===== src/hw/rtl/qr_segment_bit_packer_defines.svh =====
// Assertion helpers for the segment bit packer.
`ifndef QR_SEGMENT_BIT_PACKER_DEFINES_SVH
`define QR_SEGMENT_BIT_PACKER_DEFINES_SVH

// Same-cycle implication, disabled during reset.
`define QSBP_ASSERT_HOLD(label, clk, rst, ante, cons, msg) \
  label: assert property (@(posedge clk) disable iff (rst) (ante) |-> (cons)) \
    else $error(msg);

// Next-cycle implication, disabled during reset.
`define QSBP_ASSERT_NEXT(label, clk, rst, ante, cons, msg) \
  label: assert property (@(posedge clk) disable iff (rst) (ante) |=> (cons)) \
    else $error(msg);

`endif


===== src/hw/rtl/qsbp_pkg.sv =====
`default_nettype none

package qsbp_pkg;

  // Segment modes; selector value 3 is folded into byte mode by the front end.
  typedef enum logic [1:0] {
    MODE_NUMERIC = 2'd0,
    MODE_ALNUM   = 2'd1,
    MODE_BYTE    = 2'd2
  } seg_mode_t;

  // Group widths
  localparam logic [3:0] W_NUM1  = 4'd4;
  localparam logic [3:0] W_ALN1  = 4'd6;
  localparam logic [3:0] W_NUM2  = 4'd7;
  localparam logic [3:0] W_BYTE  = 4'd8;
  localparam logic [3:0] W_NUM3  = 4'd10;
  localparam logic [3:0] W_ALN2  = 4'd11;

  localparam logic [10:0] NUM_RADIX = 11'd10;
  localparam logic [10:0] ALN_RADIX = 11'd45;

  // Classified character handed from front to back.
  typedef struct packed {
    seg_mode_t  mode;
    logic [7:0] value;  // digit, table index or raw byte
    logic       bad;
    logic       last;
  } class_item_t;

  // One finished bit group.
  typedef struct packed {
    logic [10:0] value;
    logic [3:0]  width;
    logic        last;
    logic        bad;
  } group_t;

  // Position in the 45-character alphanumeric set; found is 0 for others.
  function automatic logic [6:0] alnum_lookup(input logic [7:0] c);
    logic [7:0] off;
    logic [6:0] res;
    off = 8'd0;
    res = 7'd0;
    if (c inside {["0":"9"]}) begin
      off = c - 8'd48;
      res = {1'b1, off[5:0]};
    end else if (c inside {["A":"Z"]}) begin
      off = c - 8'd55;
      res = {1'b1, off[5:0]};
    end else begin
      case (c)
        " ":     res = {1'b1, 6'd36};
        "$":     res = {1'b1, 6'd37};
        "%":     res = {1'b1, 6'd38};
        "*":     res = {1'b1, 6'd39};
        "+":     res = {1'b1, 6'd40};
        "-":     res = {1'b1, 6'd41};
        ".":     res = {1'b1, 6'd42};
        "/":     res = {1'b1, 6'd43};
        ":":     res = {1'b1, 6'd44};
        default: res = 7'd0;
      endcase
    end
    return res;
  endfunction

endpackage

`default_nettype wire


===== src/hw/rtl/qsbp_fifo.sv =====
`default_nettype none

// Small register queue with first-word fall-through.
module qsbp_fifo #(
  parameter int WIDTH = 8,
  parameter int DEPTH = 2
) (
  input  wire logic             clk,
  input  wire logic             rst,
  input  wire logic             push,
  input  wire logic [WIDTH-1:0] wdata,
  output logic                  full,
  input  wire logic             pop,
  output logic [WIDTH-1:0]      rdata,
  output logic                  empty
);

  localparam int AW = (DEPTH > 1) ? $clog2(DEPTH) : 1;
  localparam int CW = $clog2(DEPTH + 1);

  logic [WIDTH-1:0] mem [DEPTH];
  logic [AW-1:0]    wr_ptr;
  logic [AW-1:0]    rd_ptr;
  logic [CW-1:0]    count;
  logic             do_push;
  logic             do_pop;

  assign full    = (count == CW'(DEPTH));
  assign empty   = (count == '0);
  assign do_push = push && !full;
  assign do_pop  = pop && !empty;
  assign rdata   = mem[rd_ptr];

  // storage
  always_ff @(posedge clk) begin
    if (do_push) begin
      mem[wr_ptr] <= wdata;
    end
  end

  // pointers and fill level
  always_ff @(posedge clk) begin
    if (rst) begin
      wr_ptr <= '0;
      rd_ptr <= '0;
      count  <= '0;
    end else begin
      if (do_push) begin
        wr_ptr <= (wr_ptr == AW'(DEPTH - 1)) ? '0 : wr_ptr + 1'b1;
      end
      if (do_pop) begin
        rd_ptr <= (rd_ptr == AW'(DEPTH - 1)) ? '0 : rd_ptr + 1'b1;
      end
      if (do_push && !do_pop) begin
        count <= count + 1'b1;
      end else if (do_pop && !do_push) begin
        count <= count - 1'b1;
      end
    end
  end

endmodule

`default_nettype wire


===== src/hw/rtl/qsbp_front.sv =====
`default_nettype none

// Front end: accepts characters and classifies them for the current mode.
module qsbp_front
  import qsbp_pkg::*;
(
  input  wire logic [1:0] mode_sel,
  input  wire logic       push,
  input  wire logic [7:0] char_code,
  input  wire logic       is_last,
  input  wire logic       q_full,
  output logic            q_push,
  output class_item_t     q_item
);

  logic [6:0] aln;
  logic [7:0] dig;

  assign q_push = push && !q_full;
  assign aln    = alnum_lookup(char_code);
  assign dig    = char_code - 8'd48;

  // classify; out-of-set characters count as value 0
  always_comb begin
    q_item.last = is_last;
    case (mode_sel)
      MODE_NUMERIC: begin
        q_item.mode = MODE_NUMERIC;
        if (char_code inside {["0":"9"]}) begin
          q_item.value = {4'd0, dig[3:0]};
          q_item.bad   = 1'b0;
        end else begin
          q_item.value = 8'd0;
          q_item.bad   = 1'b1;
        end
      end
      MODE_ALNUM: begin
        q_item.mode  = MODE_ALNUM;
        q_item.value = {2'd0, aln[5:0]};
        q_item.bad   = !aln[6];
      end
      default: begin
        q_item.mode  = MODE_BYTE;
        q_item.value = char_code;
        q_item.bad   = 1'b0;
      end
    endcase
  end

endmodule

`default_nettype wire


===== src/hw/rtl/qsbp_back.sv =====
`default_nettype none

// Back end: holds the partial group and forms finished bit groups.
module qsbp_back
  import qsbp_pkg::*;
(
  input  wire logic        clk,
  input  wire logic        rst,
  input  wire logic        clear,
  input  wire logic        q_empty,
  input  wire class_item_t q_item,
  output logic             q_pop,
  input  wire logic        r_full,
  output logic             r_push,
  output group_t           r_item
);

  logic [6:0]  pending_value;
  logic [1:0]  pending_count;
  logic        bad_seen;
  logic [6:0]  pending_value_next;
  logic [1:0]  pending_count_next;
  logic        bad_seen_next;
  logic        emit;
  logic [1:0]  cnt;
  logic        bad_all;
  logic [10:0] num_val;
  logic [10:0] aln_val;

  assign q_pop   = !q_empty && !r_full;
  assign r_push  = q_pop && emit;
  assign cnt     = pending_count + 2'd1;
  assign bad_all = q_item.bad || bad_seen;
  assign num_val = {4'd0, pending_value} * NUM_RADIX + {3'd0, q_item.value};
  assign aln_val = {4'd0, pending_value} * ALN_RADIX + {3'd0, q_item.value};

  // group formation
  always_comb begin
    emit               = 1'b1;
    r_item.value       = 11'd0;
    r_item.width       = W_BYTE;
    r_item.last        = q_item.last;
    r_item.bad         = bad_all;
    pending_value_next = 7'd0;
    pending_count_next = 2'd0;
    bad_seen_next      = 1'b0;
    case (q_item.mode)
      MODE_NUMERIC: begin
        r_item.value = num_val;
        if (cnt == 2'd3) begin
          r_item.width = W_NUM3;
        end else if (q_item.last) begin
          r_item.width = (cnt == 2'd1) ? W_NUM1 : W_NUM2;
        end else begin
          emit               = 1'b0;
          pending_value_next = num_val[6:0];
          pending_count_next = cnt;
          bad_seen_next      = bad_all;
        end
      end
      MODE_ALNUM: begin
        if (pending_count != 2'd0) begin
          r_item.value = aln_val;
          r_item.width = W_ALN2;
        end else if (q_item.last) begin
          r_item.value = {3'd0, q_item.value};
          r_item.width = W_ALN1;
        end else begin
          emit               = 1'b0;
          pending_value_next = q_item.value[6:0];
          pending_count_next = 2'd1;
          bad_seen_next      = bad_all;
        end
      end
      default: begin
        r_item.value = {3'd0, q_item.value};
        r_item.width = W_BYTE;
        r_item.bad   = 1'b0;
      end
    endcase
  end

  // partial group state; a mode write drops it
  always_ff @(posedge clk) begin
    if (rst || clear) begin
      pending_value <= 7'd0;
      pending_count <= 2'd0;
      bad_seen      <= 1'b0;
    end else if (q_pop) begin
      pending_value <= pending_value_next;
      pending_count <= pending_count_next;
      bad_seen      <= bad_seen_next;
    end
  end

endmodule

`default_nettype wire


===== src/hw/rtl/qr_segment_bit_packer.sv =====
// QR data segment bit packer. Characters go in through a queue-style port
// (push/full) with a last flag, and variable-width bit groups come out of a
// queue-style port (empty/pop): 10/7/4 bits for numeric digit triples and
// remainders, 11/6 bits for alphanumeric pairs and an odd tail, 8 bits per
// byte. The sustained rate is one character per clock while pop stays high.
// A group reaches the result ports once the character completing it has
// passed through the classified queue and then the result queue; the back
// end takes no character while the result queue is full. It updates its
// partial-group register in the same cycle that it takes a character. Both
// queues are QueueDepth entries deep. Writing segment_mode drops any partial
// group; write it only while no characters are in flight.
`default_nettype none

`include "qr_segment_bit_packer_defines.svh"

module qr_segment_bit_packer
  import qsbp_pkg::*;
#(
  parameter int QueueDepth = 2
) (
  input  wire logic        clk,
  input  wire logic        rst,
  input  wire logic        cfg_valid,
  output logic             cfg_ready,
  input  wire logic [1:0]  segment_mode,
  input  wire logic        push,
  output logic             full,
  input  wire logic [7:0]  char_code,
  input  wire logic        is_last,
  output logic             empty,
  input  wire logic        pop,
  output logic [10:0]      group_value,
  output logic [3:0]       group_width,
  output logic             group_last,
  output logic             bad_char
);

  localparam int CW = $bits(class_item_t);
  localparam int GW = $bits(group_t);

  logic        [1:0] mode_reg;
  logic              cfg_we;
  logic              q_push;
  logic              q_pop;
  logic              q_empty;
  class_item_t       q_in;
  class_item_t       q_out;
  logic              r_push;
  logic              r_full;
  group_t            r_in;
  group_t            r_out;
  logic              width_legal;
  logic              short_group;
  logic              byte_group;

  assign cfg_ready = 1'b1;
  assign cfg_we    = cfg_valid && cfg_ready;

  // mode register
  always_ff @(posedge clk) begin
    if (rst) begin
      mode_reg <= MODE_NUMERIC;
    end else if (cfg_we) begin
      mode_reg <= segment_mode;
    end
  end

  qsbp_front u_front (
    .mode_sel  (mode_reg),
    .push      (push),
    .char_code (char_code),
    .is_last   (is_last),
    .q_full    (full),
    .q_push    (q_push),
    .q_item    (q_in)
  );

  // classified character queue
  qsbp_fifo #(.WIDTH(CW), .DEPTH(QueueDepth)) u_class_q (
    .clk   (clk),
    .rst   (rst),
    .push  (q_push),
    .wdata (q_in),
    .full  (full),
    .pop   (q_pop),
    .rdata (q_out),
    .empty (q_empty)
  );

  qsbp_back u_back (
    .clk     (clk),
    .rst     (rst),
    .clear   (cfg_we),
    .q_empty (q_empty),
    .q_item  (q_out),
    .q_pop   (q_pop),
    .r_full  (r_full),
    .r_push  (r_push),
    .r_item  (r_in)
  );

  // result queue
  qsbp_fifo #(.WIDTH(GW), .DEPTH(QueueDepth)) u_result_q (
    .clk   (clk),
    .rst   (rst),
    .push  (r_push),
    .wdata (r_in),
    .full  (r_full),
    .pop   (pop),
    .rdata (r_out),
    .empty (empty)
  );

  assign group_value = r_out.value;
  assign group_width = r_out.width;
  assign group_last  = r_out.last;
  assign bad_char    = r_out.bad;

  // width classes seen on the result ports
  assign width_legal = group_width inside {W_NUM1, W_ALN1, W_NUM2, W_BYTE, W_NUM3, W_ALN2};
  assign short_group = !empty && (group_width inside {W_NUM1, W_ALN1, W_NUM2});
  assign byte_group  = !empty && (group_width == W_BYTE);

  // checks
  `QSBP_ASSERT_HOLD(a_width_legal, clk, rst, !empty, width_legal, "illegal group width")
  `QSBP_ASSERT_HOLD(a_short_is_last, clk, rst, short_group, group_last, "short group not last")
  `QSBP_ASSERT_HOLD(a_byte_clean, clk, rst, byte_group, !bad_char, "byte group flagged bad")
  `QSBP_ASSERT_NEXT(a_last_emits, clk, rst, q_pop && q_out.last, !empty, "no group for last item")

endmodule

`default_nettype wire

===== config.mk =====
export PLATFORM = sky130hd
export DESIGN_NAME = qr_segment_bit_packer
export DESIGN_NICKNAME = d
export VERILOG_FILES = /design/src/hw/rtl/qsbp_pkg.sv /design/src/hw/rtl/qsbp_fifo.sv /design/src/hw/rtl/qsbp_front.sv /design/src/hw/rtl/qsbp_back.sv /design/src/hw/rtl/qr_segment_bit_packer.sv
export VERILOG_INCLUDE_DIRS = /design/src /design/src/hw/rtl
export SDC_FILE = /design/constraint.sdc
export NUM_CORES = 1
export LEC_CHECK = 0
export ABC_CLOCK_PERIOD_IN_PS = 5600
export BUFFER_PORTS_ARGS = -buffer_cell sky130_fd_sc_hd__buf_2
export CAP_MARGIN = 20
export CELL_PAD_IN_SITES_DETAIL_PLACEMENT = 0
export CELL_PAD_IN_SITES_GLOBAL_PLACEMENT = 1
export CORE_ASPECT_RATIO = 2
export CORE_MARGIN = 2
export CORE_UTILIZATION = 39
export DETAILED_ROUTE_END_ITERATION = 8
export PLACE_DENSITY_LB_ADDON = 0.2
export SYNTH_ARGS = -nofsm -noshare
export SYNTH_HDL_FRONTEND = slang
export SYNTH_SLANG_ARGS = --single-unit

===== constraint.sdc =====
create_clock -name clk -period 5.6 [get_ports clk]
set_clock_uncertainty 0.15 [all_clocks]
set_input_delay 1.12 -clock clk [delete_from_list [all_inputs] [get_ports clk]]
set_output_delay 1.12 -clock clk [all_outputs]
set_load 0.05 [all_outputs]

-- Yosys cells after proc, flatten, opt, wreduce, memory -nomap -nowiden
Memories as Yosys holds them, arrays and structs flattened. A register that Yosys moved wholly into a read port is not among the register bits.
Cells that the tools add are included.
- register bits after elaboration: 20
- bits in writable memories: 58
- input port bits: 16
- output and inout port bits: 20
- word-level logic and storage cells: 124
- memories kept: 2
- $add $sub $neg: 13
- $mul: 2
- magnitude comparators: 4
- equality and inequality tests: 15
- multiplexer cells: 46
- reduce and logical (&&, ||, !) cells: 32
- memories (memory ; words ; bits a word ; read ports ; clocked after memory_dff ; write ports ; line ; RTL):
    u_result_q.mem ; 2 ; 17 ; 1 ; 1 ; 1 ; qsbp_fifo.sv:21 ; logic [WIDTH-1:0] mem [DEPTH];
    u_class_q.mem ; 2 ; 12 ; 1 ; 1 ; 1 ; qsbp_fifo.sv:21 ;
- operator list (cell ; number):
    $eq A8 B6 Y1 const B ; 9
    $pmux W7 S9 ; 1
    $mux W7 ; 6
    $pmux W15 S2 ; 1
    $add A11 B8 Y11 ; 2
    $pmux W11 S2 ; 1
    $mux W1 ; 20
    $mux W2 ; 8
    $mux W15 ; 1
    $pmux W7 S2 ; 1
    $logic_and A1 B1 Y1 ; 13
    $mux W12 ; 1
    $sub A6 B6 Y6 const B ; 2
    $mul A7 B6 Y11 const B ; 1
    $mul A7 B3 Y10 const B ; 1
    $logic_not A1 Y1 ; 9
    $ge A8 B6 Y1 const B ; 1
    $ge A8 B7 Y1 const B ; 1
    $le A8 B6 Y1 const B ; 1
    $le A8 B7 Y1 const B ; 1
    $logic_not A2 Y1 ; 4
    $mux W4 ; 2
    $add A2 B1 Y2 const B ; 3
    $eq A2 B1 Y1 const B ; 3
    other kinds (9) ; 19

-- Logic depth before layout (Yosys ltp)
Gate-level depths: netlist (run 1).
- depth in word-level cells: 10
- depth in mapped cells: 15
- mapped depth without buffers: 15

-- Modules after synthesis
From an unflattened synthesis (run 1), not the netlist that was laid out.
- cell total of the unflattened synthesis: 499
- area total of the unflattened synthesis: 5416.4 sq um
- modules (own cells, without submodules) (module ; times used ; cells each ; area each (sq um)):
    qsbp_back ; 1 ; 255 ; 2118.3
    qsbp_fifo at u_result_q ; 1 ; 78 ; 1442.6
    qsbp_fifo at u_class_q ; 1 ; 62 ; 1078.5
    qsbp_front ; 1 ; 96 ; 698.2
    qr_segment_bit_packer ; 1 ; 8 ; 78.8

-- Worst setup path before layout (run 1)
Ideal clock, no wire load.
- kind: reg2reg
- start: register u_back.pending_value[1]
- end: memory u_result_q.mem[0][16] (netlist bit) (data pin)
- arrival: 3.509 ns
- required time: 5.179 ns
- setup slack: 1.670 ns
- cell stages (with the launch flop): 15
- buffers on the path: 0
- period minus slack after synthesis: 3.930 ns
- path through: dfxtp_1 > ha_1 > inv_1 > fa_1 > inv_1 > fa_1 > inv_1 > fa_1 > inv_1 > ha_1 > or3_1 > o211ai_1 > o21ai_0 > xnor2_1 > o22ai_1
- RTL lines (element ; line ; RTL):
    from (decl) ; qsbp_back.sv:18 ; logic [6:0] pending_value;
    from (signal assigned) ; qsbp_back.sv:90 ; pending_value <= pending_value_next;
    to (decl) ; qsbp_fifo.sv:21 ;

==> impl_metrics.ini, run 1 <==
[run_status]
status = completed

[worst_setup_path]
crit_path_end_kind = flip-flop
worstSetupPathType = flip-flop to flip-flop
path_max_fanout = 6
path_cells = ha_1, inv_1, fa_1, inv_1, fa_1, inv_1, fa_1, inv_1, ha_1, or3_1, o211ai_1, o21ai_0, xnor2_1, o22ai_1
worst_setup_path_start_kind = flip-flop
crit_arrival_ns = 4.12
reg2reg_slack_ns = 1.39
critPathBufInv = 4
critical_path.most_common_cell = inv_1
crit_path_start = u_back.pending_value[1]
slowest_delay_ns = 0.54
rr_startpoint = u_back.pending_value[1]
reg2reg_depth = 14
required_ns = 5.51
crit_end = u_result_q.mem[0][16]
r2r_end = u_result_q.mem[0][16]
cp_top_family = adder cells
slowest_stage = fa_1
cp.depth = 14

[route]
num_vias = 3651
first_iter_violations = 197
drc = 0
wl_um = 11600
drtAntennaViolNets = 0
wl_per_cell_um = 16.9
drt-vias-per-instance = 5.33
first_pass_iters = 4

[yosys]
synthArstFlopShare = 0
yosysWarnings = 0
synth_seq_area_share = 0.409
synth_cells = 489
synth.distinct_cells = 64
syn_avg_cell_area_sq_um = 10.9
yosys.area.top_type_share = 0.327
synth-edff-count = 58
synthFlopType = edfxtp_1
synth_area_sq_um = 5330
synth_largest_area_cell = edfxtp_1
synthTopCellsByArea = edfxtp_1 (33%), ha_1 (12%), dfxtp_1 (8.3%)
syn_nets = 572
synth_seq_cells = 80

[place]
place.gp.congestion = 0.926
port_buffers = 34
dpl_cell_area_sq_um = 5650
placed_cells = 669
dp_hpwl_um = 9430

[layout]
drive_above_1_share = 0.172
fillers = 1278
nets = 608
largest_reg_flops = 34
reg_top3 = u_result_q.mem x34, u_class_q.mem x24, u_back.pending_value x7
max_flop_register = u_result_q.mem
num_antenna_cells = 0
postLayoutCoreUtil = 0.443
final_area_sq_um = 5950
seqCellArea_sq_um = 2180
multi_input_area_sq_um = 2910
area_delta_synth_final_pct = 11.7
fin_cells = 685

[clocking]
cts.repair.resized = 0
cts_setup_buffers = 0
path_clk_slew_ns = 0.06
root_buffer = clkbuf_16
clock_sinks = 80
cts_tree = done
htreeDepth = 3
clock_latency_ns = 0.34
cts-hold-fix-buffers = 0
cts_buffers = 9
cts_buffer_depth = 2

[floorplanning]
die_w_um = 86.7
io_pins = 36
dieArea_sq_um = 14700
dieHeight_um = 169
row_count = 60
start_util = 0.397
coreArea_sq_um = 13400

[sta]
rsz0062_at_grt = no
relSlewSlack = 0.327
fmax_mhz = 237
tightest_slew_ns = 1.01
holdWs_ns = 0.331
setup_viol = 0
drv_slew = 0
hold_viol_final = 0
finalCritPeriodShare = 0.752
setup_tns_ns = 0
finalCriticalPeriod_ns = 4.21

[global_route]
grt_pass1_vias = 3876
grt_pass1_wl_um = 19000
grt_max_degree = 18
grt_usage = 0.170
grt_antenna_before_repair = 0
grt-ovfl-total = 0

[power_and_ir_drop]
power_density_nw_per_um2 = 434
p_leak_nw = 2.50
ir_drop_uv = 171

[run]
max-cap-violations = 0

[hold_path]
min_path_type = flip-flop to flip-flop
## worst register-to-register path, stage by stage, from the launching register on
cell and delay [ns]:
dfxtp_1 0.39, ha_1 0.38, inv_1 0.09, fa_1 0.54
inv_1 0.05, fa_1 0.49, inv_1 0.05, fa_1 0.52
inv_1 0.04, ha_1 0.32, or3_1 0.32, o211ai_1 0.15
o21ai_0 0.16, xnor2_1 0.17, o22ai_1 0.10
## cell type report
| type | count | area share |
|---|---|---|
| Clock buffer | 9 | 0.0378 |
| Clock inverter | 7 | 0.0130 |
| Inverter | 47 | 0.0296 |
| Multi-Input combinational cell | 350 | 0.488 |
| Sequential cell | 80 | 0.366 |
| Tap cell | 155 | 0.0326 |
| Timing Repair Buffer | 37 | 0.0324 |
## worst min-delay path by stage
stage / startpoint / to / cells past startpoint
after floorplan: u_back.bad_seen / u_back.bad_seen / 2
after global placement: u_back.bad_seen / u_back.bad_seen / 2
after detailed placement: u_back.bad_seen / u_back.bad_seen / 2
after CTS: u_back.bad_seen / u_back.bad_seen / 2
after global routing: u_back.bad_seen / u_back.bad_seen / 2
final: u_back.bad_seen / u_back.bad_seen / 2
## layout by cell type, fill, tap and decap left out, types with 3 or more instances in the layout
cell type / Yosys / final
nand3_1: 5 / 5
a211oi_1: 5 / 5
nor2b_1: 8 / 8
dfxtp_1: 22 / 22
clkbuf_16: 0 / 9
o22ai_1: 9 / 9
mux2i_1: 7 / 7
a22oi_1: 10 / 10
o21ai_1: 6 / 6
o21a_1: 4 / 4
a21oi_1: 29 / 29
xor2_1: 16 / 16
inv_1: 46 / 46
edfxtp_1: 58 / 58
ha_1: 52 / 52
o21ai_0: 17 / 17
mux2_2: 22 / 22
or3_1: 4 / 4
xnor2_1: 15 / 15
and2_1: 3 / 3
buf_2: 3 / 34
o211ai_1: 4 / 4
nor2_1: 40 / 40
a21o_1: 6 / 6
o221ai_1: 5 / 5
fa_1: 15 / 15
nand2_1: 21 / 21
inv_6: 0 / 3
buf_4: 3 / 3
and3_1: 4 / 4
nand2b_1: 6 / 6
## logic make-up after synthesis
| kind of cell | share of synthesized area |
|---|---|
| AOI/OAI and AO/OA | 0.153 |
| and+or+nand+nor | 0.0978 |
| DFF | 0.409 |
| adders and majority gates | 0.178 |
| buffers and inverters | 0.0458 |
| xor gates and xnor gates | 0.0509 |
| muxes | 0.0638 |
| other | 0.000703 |
## metal layers
layer / global-route usage / part of all wire / up-vias
li1: - / - / 1839
met1: 0.160 / 0.35 / 1739
met2: 0.335 / 0.59 / 51
met3: 0.0219 / 0.015 / 22
met4: 0.0978 / 0.044 / 0
met5: 0 / 0 / -
## stage by stage
| stage | power [W] | setup WS, ns |
|---|---|---|
| after floorplan | 0.00175 | 1.67 |
| after global placement | 0.00200 | 1.44 |
| final | 0.00258 | 1.39 |
| after global routing | 0.00275 | 1.19 |
| after CTS | 0.00262 | 1.38 |
| after detailed placement | 0.00201 | 1.40 |
## power by group
part	switching (W)	leakage, nW	internal, W
Sequential	0.0000799	0.725	0.000813
Clock	0.000245	0.147	0.000350
Combinational	0.000731	1.63	0.000365
## cells in the mapped netlist (5+ instances only)
master / count
o21ai_0: 17
a22oi_1: 10
a21oi_1: 29
mux2i_1: 7
dfxtp_1: 22
fa_1: 15
xnor2_1: 15
o21ai_1: 6
mux2_2: 22
a211oi_1: 5
inv_1: 46
nand3_1: 5
nor2b_1: 8
ha_1: 52
nand2_1: 21
a21o_1: 6
xor2_1: 16
nand2b_1: 6
o22ai_1: 9
o221ai_1: 5
edfxtp_1: 58
nor2_1: 40
(Power assumes the default switching activity.)
==> run 2: changes to the inputs <==
--- a/config.mk
+++ b/config.mk
@@ -6,7 +6,8 @@
 export SDC_FILE = /design/constraint.sdc
 export NUM_CORES = 1
 export LEC_CHECK = 0
-export ABC_CLOCK_PERIOD_IN_PS = 5600
+export ABC_AREA = 1
+export ABC_CLOCK_PERIOD_IN_PS = 4400
 export BUFFER_PORTS_ARGS = -buffer_cell sky130_fd_sc_hd__buf_2
 export CAP_MARGIN = 20
 export CELL_PAD_IN_SITES_DETAIL_PLACEMENT = 0
==> constraint.sdc (replaced) <==
create_clock -name clk -period 4.4 [get_ports clk]
set_clock_uncertainty 0.15 [all_clocks]
set_input_delay 0.88 -clock clk [delete_from_list [all_inputs] [get_ports clk]]
set_output_delay 0.88 -clock clk [all_outputs]
set_load 0.05 [all_outputs]
==> run 2 against run 1 <==
  * Sequential power rose by 29%
  * Via count is 21% higher
  * Final cell count increased by 31%
  * Count of clock-buffer cells in the layout grew 1
==> impl_metrics.ini, run 2 <==
[sta]
finalCritPeriodShare = 0.902
holdWs_ns = 0.315
finalCriticalPeriod_ns = 3.97
fmax_mhz = 252
setup_tns_ns = 0
tightest_slew_ns = 1.06
hold_viol_final = 0
rsz0062_at_grt = no
drv_slew = 0
relSlewSlack = 0.291
setup_viol = 0

[place]
port_buffers = 34
place.gp.congestion = 0.854
dp_hpwl_um = 10400
dpl_cell_area_sq_um = 6010

[clocking]
clock_sinks = 80
clock_latency_ns = 0.33
cts.repair.resized = 0
htreeDepth = 3
cts_tree = done
cts_buffers = 9
cts-hold-fix-buffers = 0
root_buffer = clkbuf_16
path_clk_slew_ns = 0.06
cts_setup_buffers = 0
cts_buffer_depth = 2

[global_route]
grt_max_degree = 18
grt_pass1_wl_um = 21100
grt-ovfl-total = 0
grt_pass1_vias = 4248
grt_antenna_before_repair = 0
grt_usage = 0.180

[yosys]
synth_xor_xnor_area_share = 0.0125
synthArstFlopShare = 0
syn_avg_cell_area_sq_um = 8.55
synth-simple-area-share = 0.213
synth_fa_ha_area_frac = 0.169
synthTopCellsByArea = edfxtp_1 (31%), ha_1 (12%), nand2_1 (9.5%)
yosys.area.top_type_share = 0.310
synth_cells = 658
muxShareOfSynthArea = 0.0340
yosysWarnings = 0
synth_top_family_by_area = simple AND/OR/NAND/NOR gates
synth_largest_area_cell = edfxtp_1
synth_seq_area_share = 0.388
synth-edff-count = 58
synth_common_cells = nand2_1 (142), inv_1 (95), edfxtp_1 (58), ha_1 (52), a21oi_1 (46)
synthFlopType = edfxtp_1
synth.distinct_cells = 42
synth_seq_cells = 80
syn_nets = 741
synth_area_sq_um = 5620
yosysMostFrequentCell = nand2_1
synth_compound_area_frac = 0.102

[floorplanning]
start_util = 0.396
row_count = 62
io_pins = 36
dieHeight_um = 174
dieArea_sq_um = 15500
die_w_um = 88.9
coreArea_sq_um = 14200

[hold_path]
hold_depth = 1
min_path_type = flip-flop to flip-flop

[route]
wl_per_cell_um = 14.5
wl_um = 13000
first_iter_violations = 232
drtAntennaViolNets = 0
first_pass_iters = 6
drc = 0
num_vias = 4415
drt-vias-per-instance = 4.93

[layout]
nets = 781
area_delta_synth_final_pct = 13.0
drive_above_1_share = 0.145
largest_reg_flops = 34
final_common_cell = nand2_1
final_area_sq_um = 6360
num_antenna_cells = 0
max_flop_register = u_result_q.mem
reg_top3 = u_result_q.mem x34, u_class_q.mem x24, u_back.pending_value x7
postLayoutCoreUtil = 0.448
final_cell_mix = nand2_1 (142), inv_1 (95), edfxtp_1 (58)

[power_and_ir_drop]
power_density_nw_per_um2 = 601
power_w = 0.00382
switching_power_w = 0.00167
pwr-share-seq = 0.300
clkPwrFrac = 0.223
power.internal_w = 0.00216
p_leak_nw = 3.04
ir_drop_uv = 480
p_comb_frac = 0.477
p_sw_frac = 0.436

[worst_setup_path]
cp.depth = 16
worst_setup_path_start_kind = flip-flop
path_max_fanout = 6
worstSetupPathType = flip-flop to flip-flop
crit_arrival_ns = 3.88
reg2reg_depth = 16
critPathBufInv = 5
required_ns = 4.31
slowest_stage = fa_1
path_cells = ha_1, inv_1, fa_1, inv_1, fa_1, inv_1, fa_1, inv_1, ha_1, nand2_1, inv_1, nand4_1, o211ai_1, a21oi_1, o21ai_0, nand3_1
slowest_delay_ns = 0.54
crit_path_end_kind = flip-flop
cp_top_family = adder cells
critical_path.most_common_cell = inv_1

[run]
max-cap-violations = 0

[run_status]
status = completed
[run 2: cell types whose count changed after synthesis, moves of 7 or more]
cell     delta
xor2_1     -12
o22ai_1     -7
nand2_2     +7
a22oi_1    -10
xnor2_1    -11
nand4_1     +9
nand3_1    +37
nor2b_1     -8
o21ai_0    +22
nand2_1   +121
inv_1      +49
a21oi_1    +17
mux2i_1     -7
[run 2: stage by stage]
step | setup slack, ns | cells
floorplan | 0.702 | 658
global placement | 0.511 | 878
detailed placement | 0.434 | 878
CTS | 0.422 | 894
global route | 0.174 | 895
finish | 0.432 | 895
[run 2: layout make-up]
class | count | area, sq um
well taps | 192 | 240
flip-flops and latches | 80 | 2180
clock buffers | 10 | 229
multi-input cells | 464 | 2990
fillers | 1438 | 7840
clock inverters | 6 | 115
inverters | 103 | 387
repair buffers | 40 | 215
[run 2: final timing paths]
check / slack [ns] / from / endpoint
min reg2reg: 0.31 / u_class_q.rd_ptr / flip-flop
max reg2reg: 0.43 / u_back.pending_value[1] / u_result_q.mem[0][13]
min: 0.31 / u_class_q.rd_ptr / flip-flop
max: 0.43 / u_back.pending_value[1] / u_result_q.mem[0][13]
[run 2: metal layers]
layer | part of all wire | global-route usage | vias up | wire, um
met1 | 0.42 | 0.220 | 2058 | 5450
li1 | - | - | 2274 | -
met4 | 0.032 | 0.0663 | 0 | 421
met2 | 0.53 | 0.307 | 65 | 6870
met5 | 0 | 0 | - | 0
met3 | 0.022 | 0.0314 | 18 | 282
[run 2: cell families after synthesis]
kind of cell,count (synthesis)
simple gates,266
compound gates,105
flops,80
mux,17
buf+inv,114
xor+xnor,8
other cells,1
fa+ha+maj,67
[run 2: worst reg2reg max path: cells and delay by family (launching register included)]
kind	cells	cell delay [ns]
adder cells (fa/ha/maj)	5	2.28
AO/OA/AOI/OAI	3	0.29
AND/OR/NAND/NOR	3	0.29
buffers and inverters	5	0.30
flip-flops	1	0.38
[run 2: power by group through the flow]
stage	Sequential, W	Combinational [W]	Clock [W]
after global routing	0.00117	0.00204	0.000903
final	0.00115	0.00182	0.000853
after global placement	0.00115	0.00184	0
after CTS	0.00115	0.00185	0.000871
after floorplan	0.00113	0.00140	0
after detailed placement	0.00116	0.00184	0
==> run 3: changes to the inputs <==
--- a/config.mk
+++ b/config.mk
@@ -17,6 +17,8 @@
 export CORE_UTILIZATION = 39
 export DETAILED_ROUTE_END_ITERATION = 8
 export PLACE_DENSITY_LB_ADDON = 0.2
+export RECOVER_POWER = 100
+export SLEW_MARGIN = 0
 export SYNTH_ARGS = -nofsm -noshare
 export SYNTH_HDL_FRONTEND = slang
 export SYNTH_SLANG_ARGS = --single-unit
==> run 3 against run 2 <==
  * Non-clock buffer count did not move
  * Global-route usage did not move
  * Power fell by 2.2%
  * Clock power barely moved
  * Combinational power fell by 4%
  * Design area fell by 1.6%
  * Sequential power barely moved
  * Maximum frequency barely moved
  * Count of clock-buffer cells in the layout did not move
  * Worst hold slack got worse by 0.0021 ns
  * Largest cell class unchanged
==> impl_metrics.ini, run 3 (same netlist as run 2, synthesis figures left out) <==
[sta]
fin_ws_ns = 0.434
tightest_slew_ns = 1.08
setup_viol = 0
relSlewSlack = 0.280
setup_tns_ns = 0
hold_viol_final = 0
fmax_mhz = 252
holdWs_ns = 0.313
rsz0062_at_grt = no
finalCriticalPeriod_ns = 3.97
finalCritPeriodShare = 0.901
drv_slew = 0

[clocking]
cts.repair.resized = 0
cts_buffer_depth = 2
cts_setup_buffers = 0
cts-hold-fix-buffers = 0
clock_sinks = 80
cts_buffers = 9
cts_tree = done
root_buffer = clkbuf_16
htreeDepth = 3
path_clk_slew_ns = 0.06
clock_latency_ns = 0.33

[route]
wl_um = 13100
drtAntennaViolNets = 0
num_vias = 4383
drc = 0
drt-vias-per-instance = 4.90
wl_per_cell_um = 14.6
first_iter_violations = 219
first_pass_iters = 5

[hold_path]
min_path_type = flip-flop to flip-flop
worstHoldStart = u_class_q.rd_ptr

[place]
port_buffers = 34
place.gp.congestion = 0.854
place_ws_ns = 0.434
dp_hpwl_um = 10400

[global_route]
grt_antenna_before_repair = 0
grt_max_degree = 18
grt_pass1_vias = 4248
grt_pass1_wl_um = 21100
grt-ovfl-total = 0
grt_usage = 0.180

[layout]
num_antenna_cells = 0
drive_above_1_share = 0.0882
reg_top3 = u_result_q.mem x34, u_class_q.mem x24, u_back.pending_value x7
nets = 781
final_cell_mix = nand2_1 (150), inv_1 (98), edfxtp_1 (58)
largest_reg_flops = 34
area_delta_synth_final_pct = 11.2
max_flop_register = u_result_q.mem
final_common_cell = nand2_1
fillers = 1454

[worst_setup_path]
crit_path_start = u_back.pending_value[1]
slowest_delay_ns = 0.54
required_ns = 4.31
worst_setup_path_start_kind = flip-flop
slowest_stage = fa_1
worstSetupPathType = flip-flop to flip-flop
rr_startpoint = u_back.pending_value[1]
cp_top_family = adder cells
path_cells = ha_1, inv_1, fa_1, inv_1, fa_1, inv_1, fa_1, inv_1, ha_1, nand2_1, inv_1, nand4_1, o211ai_1, a21oi_1, o21ai_0, nand3_1
crit_arrival_ns = 3.88
critical_path.most_common_cell = inv_1
crit_path_end_kind = flip-flop
critPathBufInv = 5
path_max_fanout = 6

[floorplanning]
coreArea_sq_um = 14200
io_pins = 36
row_count = 62
start_util = 0.396
dieArea_sq_um = 15500
die_w_um = 88.9
dieHeight_um = 174

[power_and_ir_drop]
ir_drop_uv = 484
power_density_nw_per_um2 = 598
p_leak_nw = 2.95

[run]
max-cap-violations = 0

[run_status]
status = completed
-- run 3: cell count changes in the layout (fill, tap and decap cells not counted), sizes merged --
| cell | previous run | this run |
|---|---|---|
| buf | 40 | 13 |
| clkbuf | 10 | 37 |
-- run 3: cell type report --
class                           instances  area (sq um)  share of cell area
Multi-Input combinational cell        464          2930               0.469
Tap cell                              192           240              0.0384
Timing Repair Buffer                   40           169              0.0270
Sequential cell                        80          2180               0.349
Clock inverter                          6           115              0.0184
Clock buffer                           10           229              0.0366
Inverter                              103           387              0.0618
-- run 3: path summary, 6_finish.rpt --
path / endpoint / slack (ns) / cells after the start
worst max-delay path: u_result_q.mem[0][13] / 0.43 / 16
worst min-delay path: u_class_q.rd_ptr / 0.31 / 1
worst max register to register: u_result_q.mem[0][13] / 0.43 / 16
worst min register to register: u_class_q.rd_ptr / 0.31 / 1
-- run 3: metrics by stage --
| step | instance area [sq um] | cells | total power [W] | util |
|---|---|---|---|---|
| after detailed placement | 6010 | 878 | 0.00301 | 0.423 |
| after global placement | 6010 | 878 | 0.00299 | 0.423 |
| after CTS | 6350 | 894 | 0.00387 | 0.447 |
| after floorplan | 5620 | 658 | 0.00252 | - |
| final | 6250 | 895 | 0.00374 | 0.441 |
| after global routing | 6250 | 895 | 0.00402 | 0.441 |
-- run 3: where the power goes --
group | internal [W] | leakage, nW | switching [W] | total [W]
Clock | 0.000558 | 0.164 | 0.000295 | 0.000853
Sequential | 0.00107 | 0.725 | 0.0000772 | 0.00115
Combinational | 0.000469 | 2.06 | 0.00127 | 0.00174
Total | 0.00210 | 2.95 | 0.00164 | 0.00374
-- run 3: layer usage --
layer | vias to the layer above | GRT usage | share of wire
li1 | 2266 | - | -
met1 | 2030 | 0.220 | 0.42
met2 | 72 | 0.307 | 0.53
met3 | 15 | 0.0314 | 0.022
met4 | 0 | 0.0663 | 0.030
met5 | - | 0 | 0
